===== src/hw/rtl/blr_pkg.sv =====
// Shared widths, constants and the line command type for the line rasteriser.
`timescale 1ns / 1ps
package blr_pkg;

  localparam int COORD_W         = 6;
  localparam int ADDR_W          = 12;
  localparam int COLOR_W         = 32;
  localparam int PITCH_W         = 7;
  localparam int ERR_W           = COORD_W + 2;
  localparam int SCREEN_SIZE_DEF = 64;
  localparam int CMDQ_DEPTH_DEF  = 2;

  localparam logic [PITCH_W-1:0] PITCH_RESET = 7'd64;

  typedef struct packed {
    logic [COORD_W-1:0] x_start;
    logic [COORD_W-1:0] x_end;
    logic [COORD_W-1:0] y_start;
    logic [COORD_W-1:0] dx;
    logic [COORD_W-1:0] dy;
    logic               y_dec;
    logic               steep;
    logic [COLOR_W-1:0] color;
  } line_cmd_t;

endpackage


===== src/hw/rtl/blr_front.sv =====
// Front end: saturates endpoints, classifies the line and builds the walk command.
`timescale 1ns / 1ps
module blr_front
  import blr_pkg::*;
#(
  parameter int SCREEN_SIZE = SCREEN_SIZE_DEF
) (
  input  logic [COORD_W-1:0] start_x,
  input  logic [COORD_W-1:0] start_y,
  input  logic [COORD_W-1:0] end_x,
  input  logic [COORD_W-1:0] end_y,
  input  logic [COLOR_W-1:0] line_color,
  output line_cmd_t          cmd
);

  localparam logic [COORD_W-1:0] MaxCoord = COORD_W'(SCREEN_SIZE - 1);

  logic [COORD_W-1:0] ax, ay, bx, by;
  logic [COORD_W-1:0] adx, ady;
  logic [COORD_W-1:0] p0, q0, p1, q1;
  logic               steep;

  always_comb begin
    ax = (start_x > MaxCoord) ? MaxCoord : start_x;
    ay = (start_y > MaxCoord) ? MaxCoord : start_y;
    bx = (end_x   > MaxCoord) ? MaxCoord : end_x;
    by = (end_y   > MaxCoord) ? MaxCoord : end_y;
    adx = (ax > bx) ? (ax - bx) : (bx - ax);
    ady = (ay > by) ? (ay - by) : (by - ay);
    steep = ady > adx;
    p0 = steep ? ay : ax;
    q0 = steep ? ax : ay;
    p1 = steep ? by : bx;
    q1 = steep ? bx : by;
    if (p0 > p1) begin
      cmd.x_start = p1;
      cmd.x_end   = p0;
      cmd.y_start = q1;
      cmd.y_dec   = q1 > q0;
    end else begin
      cmd.x_start = p0;
      cmd.x_end   = p1;
      cmd.y_start = q0;
      cmd.y_dec   = q0 > q1;
    end
    cmd.dx    = steep ? ady : adx;
    cmd.dy    = steep ? adx : ady;
    cmd.steep = steep;
    cmd.color = line_color;
  end

endmodule


===== src/hw/rtl/blr_cmd_queue.sv =====
// Short command queue between the front end and the walker.
`timescale 1ns / 1ps
module blr_cmd_queue
  import blr_pkg::*;
#(
  parameter int DEPTH = CMDQ_DEPTH_DEF
) (
  input  logic      clk,
  input  logic      rst_n,
  input  logic      push,
  input  line_cmd_t push_cmd,
  output logic      full,
  output logic      not_empty,
  input  logic      pop,
  output line_cmd_t head_cmd
);

  localparam int PtrW = (DEPTH > 1) ? $clog2(DEPTH) : 1;
  localparam int CntW = $clog2(DEPTH + 1);

  line_cmd_t           slot_r [DEPTH];
  logic [PtrW-1:0]     wr_ptr_r, wr_ptr_nxt;
  logic [PtrW-1:0]     rd_ptr_r, rd_ptr_nxt;
  logic [CntW-1:0]     count_r, count_nxt;
  logic                do_push, do_pop;

  assign full      = count_r == CntW'(DEPTH);
  assign not_empty = count_r != '0;
  assign do_push   = push && !full;
  assign do_pop    = pop && not_empty;
  assign head_cmd  = slot_r[rd_ptr_r];

  always_comb begin
    wr_ptr_nxt = wr_ptr_r;
    rd_ptr_nxt = rd_ptr_r;
    count_nxt  = count_r;
    if (do_push) begin
      wr_ptr_nxt = (wr_ptr_r == PtrW'(DEPTH - 1)) ? '0 : wr_ptr_r + 1'b1;
    end
    if (do_pop) begin
      rd_ptr_nxt = (rd_ptr_r == PtrW'(DEPTH - 1)) ? '0 : rd_ptr_r + 1'b1;
    end
    if (do_push && !do_pop) begin
      count_nxt = count_r + 1'b1;
    end else if (do_pop && !do_push) begin
      count_nxt = count_r - 1'b1;
    end
  end

  always_ff @(posedge clk) begin
    if (!rst_n) begin
      wr_ptr_r <= '0;
      rd_ptr_r <= '0;
      count_r  <= '0;
    end else begin
      wr_ptr_r <= wr_ptr_nxt;
      rd_ptr_r <= rd_ptr_nxt;
      count_r  <= count_nxt;
    end
  end

  always_ff @(posedge clk) begin
    if (do_push) begin
      slot_r[wr_ptr_r] <= push_cmd;
    end
  end

endmodule


===== src/hw/rtl/blr_walker.sv =====
// Back end: Bresenham walk, one pixel per cycle into the output register while the output is not stalled.
`timescale 1ns / 1ps
module blr_walker
  import blr_pkg::*;
(
  input  logic               clk,
  input  logic               rst_n,
  input  logic [PITCH_W-1:0] row_pitch,
  input  logic               cq_not_empty,
  input  line_cmd_t          cq_cmd,
  output logic               cq_pop,
  output logic               out_valid,
  input  logic               out_stall,
  output logic [COORD_W-1:0] out_pixel_x,
  output logic [COORD_W-1:0] out_pixel_y,
  output logic [ADDR_W-1:0]  out_pixel_address,
  output logic [COLOR_W-1:0] out_pixel_color,
  output logic               out_last_pixel
);

  localparam logic ST_IDLE = 1'b0;
  localparam logic ST_WALK = 1'b1;

  logic                     state_r, state_nxt;
  logic [COORD_W-1:0]       x_r, xend_r, y_r, dx_r, dy_r;
  logic                     ydec_r, steep_r;
  logic [COLOR_W-1:0]       color_r;
  logic signed [ERR_W-1:0]  err_r, err_sub, err_nxt;
  logic                     out_valid_r, out_valid_nxt;
  logic [COORD_W-1:0]       px_r, py_r;
  logic [ADDR_W-1:0]        addr_r;
  logic                     last_r;
  logic [COLOR_W-1:0]       ocolor_r;
  logic                     out_free, step;
  logic [COORD_W-1:0]       px, py;
  logic [COORD_W+PITCH_W-1:0] prod;
  logic [ADDR_W-1:0]        addr;

  assign out_free = !out_valid_r || !out_stall;
  assign cq_pop   = (state_r == ST_IDLE) && cq_not_empty;
  assign step     = (state_r == ST_WALK) && out_free;

  always_comb begin
    px      = steep_r ? y_r : x_r;
    py      = steep_r ? x_r : y_r;
    prod    = py * row_pitch;
    addr    = prod[ADDR_W-1:0] + ADDR_W'(px);
    err_sub = err_r - ERR_W'(dy_r);
    err_nxt = (err_sub < 0) ? err_sub + ERR_W'(dx_r) : err_sub;
    state_nxt = state_r;
    unique case (state_r)
      ST_IDLE: if (cq_not_empty) state_nxt = ST_WALK;
      ST_WALK: if (step && x_r == xend_r) state_nxt = ST_IDLE;
      default: state_nxt = ST_IDLE;
    endcase
    out_valid_nxt = out_valid_r;
    if (step) begin
      out_valid_nxt = 1'b1;
    end else if (!out_stall) begin
      out_valid_nxt = 1'b0;
    end
  end

  always_ff @(posedge clk) begin
    if (!rst_n) begin
      state_r     <= ST_IDLE;
      out_valid_r <= 1'b0;
    end else begin
      state_r     <= state_nxt;
      out_valid_r <= out_valid_nxt;
    end
  end

  always_ff @(posedge clk) begin
    if (cq_pop) begin
      x_r     <= cq_cmd.x_start;
      xend_r  <= cq_cmd.x_end;
      y_r     <= cq_cmd.y_start;
      dx_r    <= cq_cmd.dx;
      dy_r    <= cq_cmd.dy;
      ydec_r  <= cq_cmd.y_dec;
      steep_r <= cq_cmd.steep;
      color_r <= cq_cmd.color;
      err_r   <= ERR_W'(cq_cmd.dx >> 1);
    end else if (step) begin
      x_r   <= x_r + 1'b1;
      err_r <= err_nxt;
      if (err_sub < 0) begin
        y_r <= ydec_r ? y_r - 1'b1 : y_r + 1'b1;
      end
    end
    if (step) begin
      px_r     <= px;
      py_r     <= py;
      addr_r   <= addr;
      last_r   <= x_r == xend_r;
      ocolor_r <= color_r;
    end
  end

  assign out_valid         = out_valid_r;
  assign out_pixel_x       = px_r;
  assign out_pixel_y       = py_r;
  assign out_pixel_address = addr_r;
  assign out_pixel_color   = ocolor_r;
  assign out_last_pixel    = last_r;

  a_walk_in_span: assert property (@(posedge clk) disable iff (!rst_n)
    state_r == ST_WALK |-> x_r <= xend_r)
    else $error("walker stepped beyond the line end");

  a_err_nonneg: assert property (@(posedge clk) disable iff (!rst_n)
    state_r == ST_WALK |-> err_r >= 0)
    else $error("error term negative during walk");

  a_end_to_idle: assert property (@(posedge clk) disable iff (!rst_n)
    (step && x_r == xend_r) |=> state_r == ST_IDLE)
    else $error("walker did not finish after last pixel");

  a_pop_idle: assert property (@(posedge clk) disable iff (!rst_n)
    cq_pop |=> state_r == ST_WALK)
    else $error("command popped without starting a walk");

endmodule


===== src/hw/rtl/bresenham_line_rasterizer_top.sv =====
// An accepted command is written into the command queue, then loaded from it into the walker
// registers; the walker then emits one pixel per cycle on the major axis into its output
// register, whenever out_stall does not hold the output.
// The command queue (two entries by default) lets the next lines be accepted during a walk.
// Reset (rst_n low, synchronous): queue and walker empty, row_pitch returns to 64.
// Top level of the line rasteriser.
`timescale 1ns / 1ps
module bresenham_line_rasterizer_top
  import blr_pkg::*;
#(
  parameter int SCREEN_SIZE = SCREEN_SIZE_DEF,
  parameter int CMDQ_DEPTH  = CMDQ_DEPTH_DEF
) (
  input  logic               clk,
  input  logic               rst_n,
  input  logic               in_valid,
  output logic               in_stall,
  input  logic [COORD_W-1:0] in_start_x,
  input  logic [COORD_W-1:0] in_start_y,
  input  logic [COORD_W-1:0] in_end_x,
  input  logic [COORD_W-1:0] in_end_y,
  input  logic [COLOR_W-1:0] in_line_color,
  output logic               out_valid,
  input  logic               out_stall,
  output logic [COORD_W-1:0] out_pixel_x,
  output logic [COORD_W-1:0] out_pixel_y,
  output logic [ADDR_W-1:0]  out_pixel_address,
  output logic [COLOR_W-1:0] out_pixel_color,
  output logic               out_last_pixel,
  input  logic               cfg_valid,
  output logic               cfg_ready,
  input  logic [PITCH_W-1:0] cfg_data
);

  logic [PITCH_W-1:0] row_pitch_r;
  line_cmd_t          front_cmd, head_cmd;
  logic               cq_full, cq_not_empty, cq_pop;

  assign cfg_ready = 1'b1;
  assign in_stall  = cq_full;

  always_ff @(posedge clk) begin
    if (!rst_n) begin
      row_pitch_r <= PITCH_RESET;
    end else if (cfg_valid && cfg_ready) begin
      row_pitch_r <= cfg_data;
    end
  end

  blr_front #(
    .SCREEN_SIZE(SCREEN_SIZE)
  ) u_front (
    .start_x   (in_start_x),
    .start_y   (in_start_y),
    .end_x     (in_end_x),
    .end_y     (in_end_y),
    .line_color(in_line_color),
    .cmd       (front_cmd)
  );

  blr_cmd_queue #(
    .DEPTH(CMDQ_DEPTH)
  ) u_queue (
    .clk      (clk),
    .rst_n    (rst_n),
    .push     (in_valid),
    .push_cmd (front_cmd),
    .full     (cq_full),
    .not_empty(cq_not_empty),
    .pop      (cq_pop),
    .head_cmd (head_cmd)
  );

  blr_walker u_walker (
    .clk              (clk),
    .rst_n            (rst_n),
    .row_pitch        (row_pitch_r),
    .cq_not_empty     (cq_not_empty),
    .cq_cmd           (head_cmd),
    .cq_pop           (cq_pop),
    .out_valid        (out_valid),
    .out_stall        (out_stall),
    .out_pixel_x      (out_pixel_x),
    .out_pixel_y      (out_pixel_y),
    .out_pixel_address(out_pixel_address),
    .out_pixel_color  (out_pixel_color),
    .out_last_pixel   (out_last_pixel)
  );

endmodule

===== config.mk =====
export PLATFORM = sky130hd
export DESIGN_NAME = bresenham_line_rasterizer_top
export DESIGN_NICKNAME = d
export VERILOG_FILES = /design/src/hw/rtl/blr_pkg.sv /design/src/hw/rtl/blr_front.sv /design/src/hw/rtl/blr_cmd_queue.sv /design/src/hw/rtl/blr_walker.sv /design/src/hw/rtl/bresenham_line_rasterizer_top.sv
export SDC_FILE = /design/constraint.sdc
export NUM_CORES = 1
export LEC_CHECK = 0
export BUFFER_PORTS_ARGS = -buffer_cell sky130_fd_sc_hd__buf_2
export CAP_MARGIN = 20
export CORE_ASPECT_RATIO = 1.75
export CORE_UTILIZATION = 50
export CTS_BUF_LIST = sky130_fd_sc_hd__clkbuf_8 sky130_fd_sc_hd__clkbuf_16
export DETAILED_ROUTE_END_ITERATION = 12
export PLACE_DENSITY_LB_ADDON = 0.2
export SLEW_MARGIN = 30
export SYNTH_ARGS = -nofsm -noshare
export SYNTH_HDL_FRONTEND = slang
export SYNTH_HIERARCHICAL = 1
export SYNTH_SLANG_ARGS = --single-unit

===== constraint.sdc =====
create_clock -name clk -period 13.4 [get_ports clk]
set_clock_uncertainty 0.15 [all_clocks]
set_input_delay 0.67 -clock clk [delete_from_list [all_inputs] [get_ports clk]]
set_output_delay 0.67 -clock clk [all_outputs]
set_load 0.005 [all_outputs]

Word level (Yosys, flattened, before mapping)
Memories as Yosys holds them, arrays and structs flattened. A register that Yosys moved wholly into a read port is not among the register bits.
Cells that the tools add are included.
Operators by class
  multiply operators: 1
  muxes and demuxes: 38
  bitwise logic cells: 1
  order comparisons: 11
  add/subtract/negate cells: 14
  reduce and logical (&&, ||, !) cells: 18
  equality and inequality tests: 3
Operator list (number)
  6-bit 2-to-1 mux: 20
  6-bit > comparator: 6
  6-bit > comparator (second input constant): 4
  6-bit subtractor: 4
  18-bit 2-to-1 mux: 1
  12-bit by 6-bit adder with 12-bit output: 1
  6-bit by 1-bit adder with 6-bit output (second input constant): 2
  6-bit by 7-bit multiplier with 12-bit output: 1
  1-bit 2-to-1 mux: 11
  5-bit 2-to-1 mux: 2
  8-bit by 6-bit adder with 8-bit output: 1
  8-bit by 1-bit < comparator with 1-bit output (second input constant): 1
  8-bit 2-to-1 mux: 1
  2-bit nonzero test: 4
  8-bit by 6-bit subtractor with 8-bit output: 1
  1-bit logical AND: 7
  6-bit equality test: 1
  6-bit by 1-bit subtractor with 6-bit output (second input constant): 1
  1-bit zero test: 5
  2-bit 2-to-1 mux: 2
  1-bit adder (second input constant): 2
  2-bit by 1-bit adder with 2-bit output (second input constant): 1
  2-bit equality test (second input constant): 1
  2-bit by 1-bit inequality test with 1-bit output (second input constant): 1
  5 further kinds: 5
Word-level totals
  memories kept: 1
  word-level logic and storage cells: 108
  output and inout port bits: 60
  input bits: 68
  memory bits (writable): 128
  register bits: 142
Memory list
  u_queue.slot_r: words 2, bits a word 64, read ports 1, clocked after Yosys merged registers in 1, wr ports 1, line blr_cmd_queue.sv:21  | line_cmd_t slot_r [DEPTH];

Logic depth before layout (Yosys ltp)
Gate-level depths: netlist of the first run.
  depth after elaboration: 8
  mapped depth: 28

Cells and area by module
Netlist of the first run, hierarchy kept.
Modules (own cells, without submodules)
  blr_walker: area each 6688.9 um2, cells an instance 489, instances 1
  blr_cmd_queue: area each 4873.4 um2, cells an instance 224, instances 1
  blr_front: area each 2431.1 um2, cells an instance 344, instances 1
  bresenham_line_rasterizer_top: area each 274.0 um2, cells an instance 24, instances 1

Worst setup path before layout of the first run
No wires, ideal clock.
  path kind: input-to-reg
  from: input in_end_y[1]
  to: memory u_queue/slot_r[0][55] (netlist name) (data pin)
  stages on the path: 25
  slack: 7.920 ns
  buffers on the path: 5
  library setup time: 0.274 ns
  data arrival time: 5.056 ns
  path through: buf_2 -> clkbuf_1 -> ha_1 -> ha_1 -> a21oi_1 -> o211ai_2 -> nand3_4 -> mux2i_1 -> xor2_1 -> inv_1 -> ha_1 -> and4_1 -> a21oi_1 -> a32oi_1 -> buf_2 -> mux2i_1 -> ha_1 -> nor2b_1 -> o21a_1 -> o21ai_0 -> a21oi_1 -> buf_2 -> buf_1 -> a211oi_1 -> a21oi_1
RTL lines
  start, declared: line bresenham_line_rasterizer_top.sv:21  | input logic [COORD_W-1:0] in_end_y,
  end, declared: line blr_cmd_queue.sv:21

==> results of run 1 <==
cells by family (layout without fill, tap and decap cells):
kind of cell	Yosys count	in the layout	share of synthesized area, %
other	1	1	0.0263
AOI/OAI and AO/OA	161	161	7.03
DFF	271	271	55.8
xor gates and xnor gates	47	47	3.17
adders and majority gates	111	111	11.2
muxes	135	135	10.2
and+or+nand+nor	198	198	7.04
buffers and inverters	157	254	5.52
metal layers:
| layer | track usage, % | up-vias |
|---|---|---|
| li1 | - | 4030 |
| met1 | 21.1 | 3991 |
| met2 | 38.3 | 166 |
| met3 | 1.95 | 48 |
| met4 | 7.69 | 0 |
| met5 | 0 | - |
cell type report:
class	instances	area (µm²)
Clock buffer	24	601
Clock inverter	17	179
Fill cell	2334	12200
Inverter	77	289
Multi-Input combinational cell	653	5550
Sequential cell	271	7970
Tap cell	373	467
Timing Repair Buffer	136	753
stage by stage:
step	instances	instance area (µm²)	setup WS [ns]	utilization (%)
CTS	1549	15800	7.01	56.3
detailed placement	1508	15000	6.46	53.5
finish	1551	15800	7.00	56.5
floorplan	1081	14300	7.92	-
global placement	1507	15000	6.39	53.5
global route	1551	15800	6.57	56.5
power by group:
part / switching [W] / internal, W / leakage (nW)
registers: 0.000105 / 0.00142 / 2.52
logic: 0.00117 / 0.000858 / 3.43
clock network: 0.000295 / 0.000386 / 0.384
total: 0.00157 / 0.00266 / 6.34
cells in the final DEF (no fill, tap or decap), drive strengths merged, types with 5 or more instances in the layout:
| cell | netlist | routed |
|---|---|---|
| and2 | 17 | 17 |
| a31oi | 11 | 11 |
| clkinv | 0 | 11 |
| o21ai | 47 | 47 |
| buf | 53 | 136 |
| fa | 28 | 28 |
| nand3 | 8 | 8 |
| a21oi | 49 | 49 |
| a211oi | 11 | 11 |
| a21o | 11 | 11 |
| nor2 | 45 | 45 |
| nand2b | 5 | 5 |
| xnor2 | 31 | 31 |
| mux2 | 76 | 76 |
| nor3 | 6 | 6 |
| clkbuf | 27 | 24 |
| o21a | 6 | 6 |
| mux2i | 59 | 59 |
| xor2 | 16 | 16 |
| dfxtp | 17 | 17 |
| nor2b | 40 | 40 |
| inv | 77 | 79 |
| edfxtp | 254 | 254 |
| ha | 82 | 82 |
| nand2 | 57 | 57 |
registers in the layout (all words and copies together), names as in the netlist, named ones only:
name                        count
u_walker/xend_r                 6
u_walker/out_last_pixel         1
u_walker/dy_r                   6
u_walker/dx_r                   6
u_queue/slot_r                128
u_walker/out_valid              1
u_walker/y_r                    6
u_queue/wr_ptr_r                1
u_walker/out_pixel_color       32
u_walker/err_r                  8
row_pitch_r                     7
u_queue/count_r                 2
u_walker/ydec_r                 1
u_walker/color_r               32
u_walker/out_pixel_address     12
u_queue/rd_ptr_r                1
u_walker/out_pixel_x            6
u_walker/state_r                1
u_walker/out_pixel_y            6
u_walker/x_r                    6
u_walker/steep_r                1
how the worst max path moves through the flow:
stage | startpoint | to
2_1_floorplan | in_end_y[1] | u_queue/slot_r[0][55]$_DFFE_PP_
3_3_place_gp | in_start_y[1] | u_queue/slot_r[0][58]$_DFFE_PP_
3_5_place_dp | in_start_y[1] | u_queue/slot_r[1][48]$_DFFE_PP_
4_1_cts | in_start_y[1] | u_queue/slot_r[1][48]$_DFFE_PP_
5_1_grt | in_start_y[1] | u_queue/slot_r[1][52]$_DFFE_PP_
6_report | in_start_y[1] | u_queue/slot_r[1][48]$_DFFE_PP_
==> run metrics, run 1 <==
Post-Route M1 WL=10,300 µm; slowest stage delay, CP=0.69 ns; Clock Latency Late Sink=0.52 ns; number of max-cap violations=0; Crit path depth=25; hold path depth=1; Routed Wire Length=28,000 µm; worst path bufs/invs=5; PD cells=268 nW/µm²; Setup Crit Path Kind=input port to register; syn avg cell area=13.2 µm²; met3 wire len=822 µm; vias post-DR=8,235; Final Max Slew Viols=0; worst hold start=in_line_color[9]; Initial Util=51.0%; CTS max path bufs=3; placed wire-length estimate=20,400 µm; top cell type's share of synthesized area=53.5%; RSZ-0062 raised after global routing=false; H-tree depth=1; cell mode on critical path=ha_1; first-pass GRT wire length=43,400 µm; setup bufs post-CTS=0; post-synthesis sequential area ratio=55.8%; Tightest Pin Transition=0.915 ns; top cells by area, synth=edfxtp_1 (53%), ha_1 (7.2%), mux2_2 (5.9%), mux2i_1 (4.1%), fa_1 (3.9%); I/O pins=128; die area=29,200 µm²; Final min period=6.40 ns; outcome=completed; Final Total Pwr=0.00423 W; Sum Neg Setup Slack=0 ns; CTS tree=yes; GRT Overall Usage=19.6%; Hold Path Class=input port to register; post-synthesis cell type count=67; Root Buffer=clkbuf_16; final hold slack=0.174 ns; crit-path max FO=67; register-to-register setup slack=7.65 ns; Fmax=0.156 GHz; Clock Pin Slew Worst Setup and Hold Paths=0.07 ns; CP delay by family, top=compound AO/OA/AOI/OAI gates; Max Used Layer=met4; Async SR Flop Fraction=0%; worst r2r src=u_walker/steep_r$_DFFE_PP_; peak supply drop=0.193 mV; Final #Nets=1,341; CP Data Required Time=13.48 ns; Die W=130 µm; number of antenna violations at the first check in global routing=0; #FFs+latches synth=271; count leader, synth=edfxtp_1; clock sink total=271; antenna cells=0; number of cell rows=81; R2R Path End=u_walker/out_pixel_address[11]$_DFFE_PP_; via/cell ratio=5.31; Chip Height=225 µm; Mapped Cells=1,081; Setup crit start kind=input port; arrival time worst endpoint=6.47 ns; Slew HR=39.0%; # hold bufs at CTS=0; Worst Reg-to-Reg Cells=17; Synth Warn #=6; Synth Flop Type=edfxtp_1; mapped cell area=14,300 µm²; DRC=0; Starting DRT DRC Count=312; total core area=28,000 µm²; Endpoint, Worst Hold=u_queue/slot_r[1][9]$_DFFE_PP_; final hold vios=0; vias in the first global route=8,173; share of layout cells above drive strength 1=22.6%; fin crit share=47.7%; most frequent cells after synthesis=edfxtp_1 (254), ha_1 (82), inv_1 (76); Detail Route Antenna Nets=0; Pre-Repair DR Iteration Count=4; WL met2=16,000 µm; IO buf count=126; GPL Wtd Cong=0.917; CP Capture Type=register; Area growth syn-to-layout=10.8%; post_cts resized=0; cts bufs inserted=24; grt total ovfl=0; Avg WL per Cell=18.1 µm; Synth Net Count=1,259; largest net degree at the start of global routing=68; Post-synth EDFFs=254; Final setup viols=0; Leakage=6.34 nW; CP max-delay cell=buf_4; cell accounting for the most synthesized area=edfxtp_1
No activity file was read; power rests on OpenSTA's default activity.
==> run 2: changes to the inputs <==
- clock period: 13.4 -> 5.64 ns (I/O delays scaled with it)
==> run metrics, run 2 (synthesis results as in run 1) <==
largest reg by FF count=u_queue/slot_r; total core area=28,000 µm² (unchanged); Hold Path Class=input port to register; Reg area=7970 µm² (unchanged); number of antenna violations at the first check in global routing=0 (unchanged); switching part of the total=36.9% (-0.24 points); DRC=0 (unchanged); final hold vios=0 (unchanged); Final #Nets=1,400 (+4.4%); max reg flops=128 (unchanged); multi-input combinational cell area=5550 µm² (unchanged); CP max-delay cell=edfxtp_1; CTS max path bufs=3 (unchanged); Setup crit start kind=register; Clock Latency Late Sink=0.53 ns (about the same); vias in the first global route=8,793 (+7.6%); Starting DRT DRC Count=320 (+2.6%); IO buf count=126 (unchanged); CP Capture Type=register; Root Buffer=clkbuf_16; setup bufs post-CTS=0 (unchanged); CP Data Required Time=5.78 ns (-7.70 ns); peak supply drop=0.467 mV (+140%); Initial Util=51.0% (unchanged); RSZ-0062 raised after global routing=false; Clock Pin Slew Worst Setup and Hold Paths=0.06 ns (about the same); die area=29,200 µm² (unchanged); number of cell rows=81 (unchanged); antenna cells=0 (unchanged); Final Max Slew Viols=0 (unchanged); H-tree depth=1 (unchanged); commonest non-fill, non-tap cell in the layout=edfxtp_1; I/O pins=128 (unchanged); Chip Height=225 µm (unchanged); GPL Wtd Cong=0.972 (+6.1%); Flop pwr share=35.5% (-0.4 points); placed wire-length estimate=20,700 µm (+1.9%); via/cell ratio=5.25 (-1.0%); Setup Crit Path Kind=register to register; CTS tree=yes; number of max-cap violations=0 (unchanged); worst path bufs/invs=3 (-2); Gate power share=48.5% (+0.5 points); slowest stage delay, CP=0.62 ns (-0.07 ns); GRT Overall Usage=20.6% (+0.94 points); CP delay by family, top=adder cells; outcome=completed; Sum Neg Setup Slack=0 ns (unchanged); cts bufs inserted=24 (unchanged); Leakage=6.62 nW (+4.5%); Die W=130 µm (unchanged); Power Internal=0.00643 W (+140%); Final setup viols=0 (unchanged); largest net degree at the start of global routing=66 (-2.9%); share of layout cells above drive strength 1=22.5% (-0.081 points); PD cells=622 nW/µm² (+130%); clock network power share=16.0% (about the same); Tightest Pin Transition=0.926 ns (+0.0113 ns); first-pass GRT wire length=45,800 µm (+5.7%); cell mode on critical path=fa_1; Pre-Repair DR Iteration Count=5 (+1); Final Total Pwr=0.0102 W (+140%); grt total ovfl=0 (unchanged); Avg WL per Cell=18.0 µm (-0.36%); Detail Route Antenna Nets=0 (unchanged); CP Cell Sequence=mux2_2 > nand2_1 > fa_1 > fa_1 > inv_1 > fa_1 > inv_1 > fa_1 > inv_1 > ha_1 > nand2_1 > o21ai_1 > or4_1 > a31oi_1 > o21ai_1 > xnor2_1; Slew HR=38.2% (-0.75 points); crit-path max FO=10 (-85%); Fmax=0.189 GHz; clock sink total=271 (unchanged); Final min period=5.29 ns; most frequent cells in the layout=edfxtp_1 (254), buf_2 (126), ha_1 (82); fill count=2,286 (-2.1%); Routed Wire Length=29,000 µm (+3.6%); fin crit share=93.7%; Sw Pwr=0.00376 W (+140%); arrival time worst endpoint=5.42 ns (-1.05 ns); vias post-DR=8,475 (+2.9%); Area growth syn-to-layout=14.8%
==> run 2: final cells by class <==
class                   instances  share of cell area (%)
inverters                      77                    1.76
well taps                     373                    2.85
repair buffers                195                    8.07
clock buffers                  24                    3.67
multi-input cells             653                    33.9
clock inverters                20                    1.14
flip-flops and latches        271                    48.6
==> run 2: path summary, 6_finish.rpt <==
| check | start | end | slack (ns) | depth (start not counted) |
|---|---|---|---|---|
| setup / recovery | u_walker/steep_r$_DFFE_PP_ | u_walker/out_pixel_address[11]$_DFFE_PP_ | 0.35 | 16 |
| hold / removal | in_end_x[0] | u_queue/slot_r[1][58]$_DFFE_PP_ | 0.11 | 3 |
| setup reg to reg | u_walker/steep_r$_DFFE_PP_ | u_walker/out_pixel_address[11]$_DFFE_PP_ | 0.35 | 16 |
| hold reg to reg | u_walker/color_r[22]$_DFFE_PP_ | u_walker/out_pixel_color[22]$_DFFE_PP_ | 0.27 | 0 |
==> run 2: power by group through the flow <==
| stage | clock network (W) | logic, W | registers (W) |
|---|---|---|---|
| after floorplan | 0 | 0.00369 | 0.00362 |
| after global placement | 0 | 0.00482 | 0.00364 |
| after detailed placement | 0 | 0.00491 | 0.00367 |
| after CTS | 0.00168 | 0.00498 | 0.00363 |
| after global routing | 0.00175 | 0.00556 | 0.00370 |
| final | 0.00163 | 0.00494 | 0.00362 |
==> run 2: worst min-delay path, stage by stage <==
cell	delay, ns
buf_2	0.12
a21oi_1	0.08
mux2i_1	0.16
==> run 2: timing repair <==
action,4_1_cts,5_1_grt
hold buffers,51,0
resized for setup,0,0
endpoints found under the setup margin,0,0
hold endpoints to repair,78,0
==> run 2: per-stage QoR <==
stage	utilization [%]	area, µm²	std cells	worst slack, ns	hold slack, ns
floorplan	-	14300	1081	0.356	0.194
global placement	53.8	15100	1517	0.141	0.251
detailed placement	53.8	15100	1517	0.0869	0.256
CTS	58.5	16400	1612	0.335	0.0856
global route	58.6	16400	1613	0.0942	0.137
finish	58.6	16400	1613	0.354	0.113
==> run 2: per-layer routing <==
metal | up-vias | GRT usage [%] | part of all wire (%)
li1 | 4133 | - | -
met1 | 4083 | 21.9 | 37
met2 | 192 | 39.2 | 55
met3 | 67 | 2.37 | 3.2
met4 | 0 | 9.94 | 4.6
met5 | - | 0 | 0
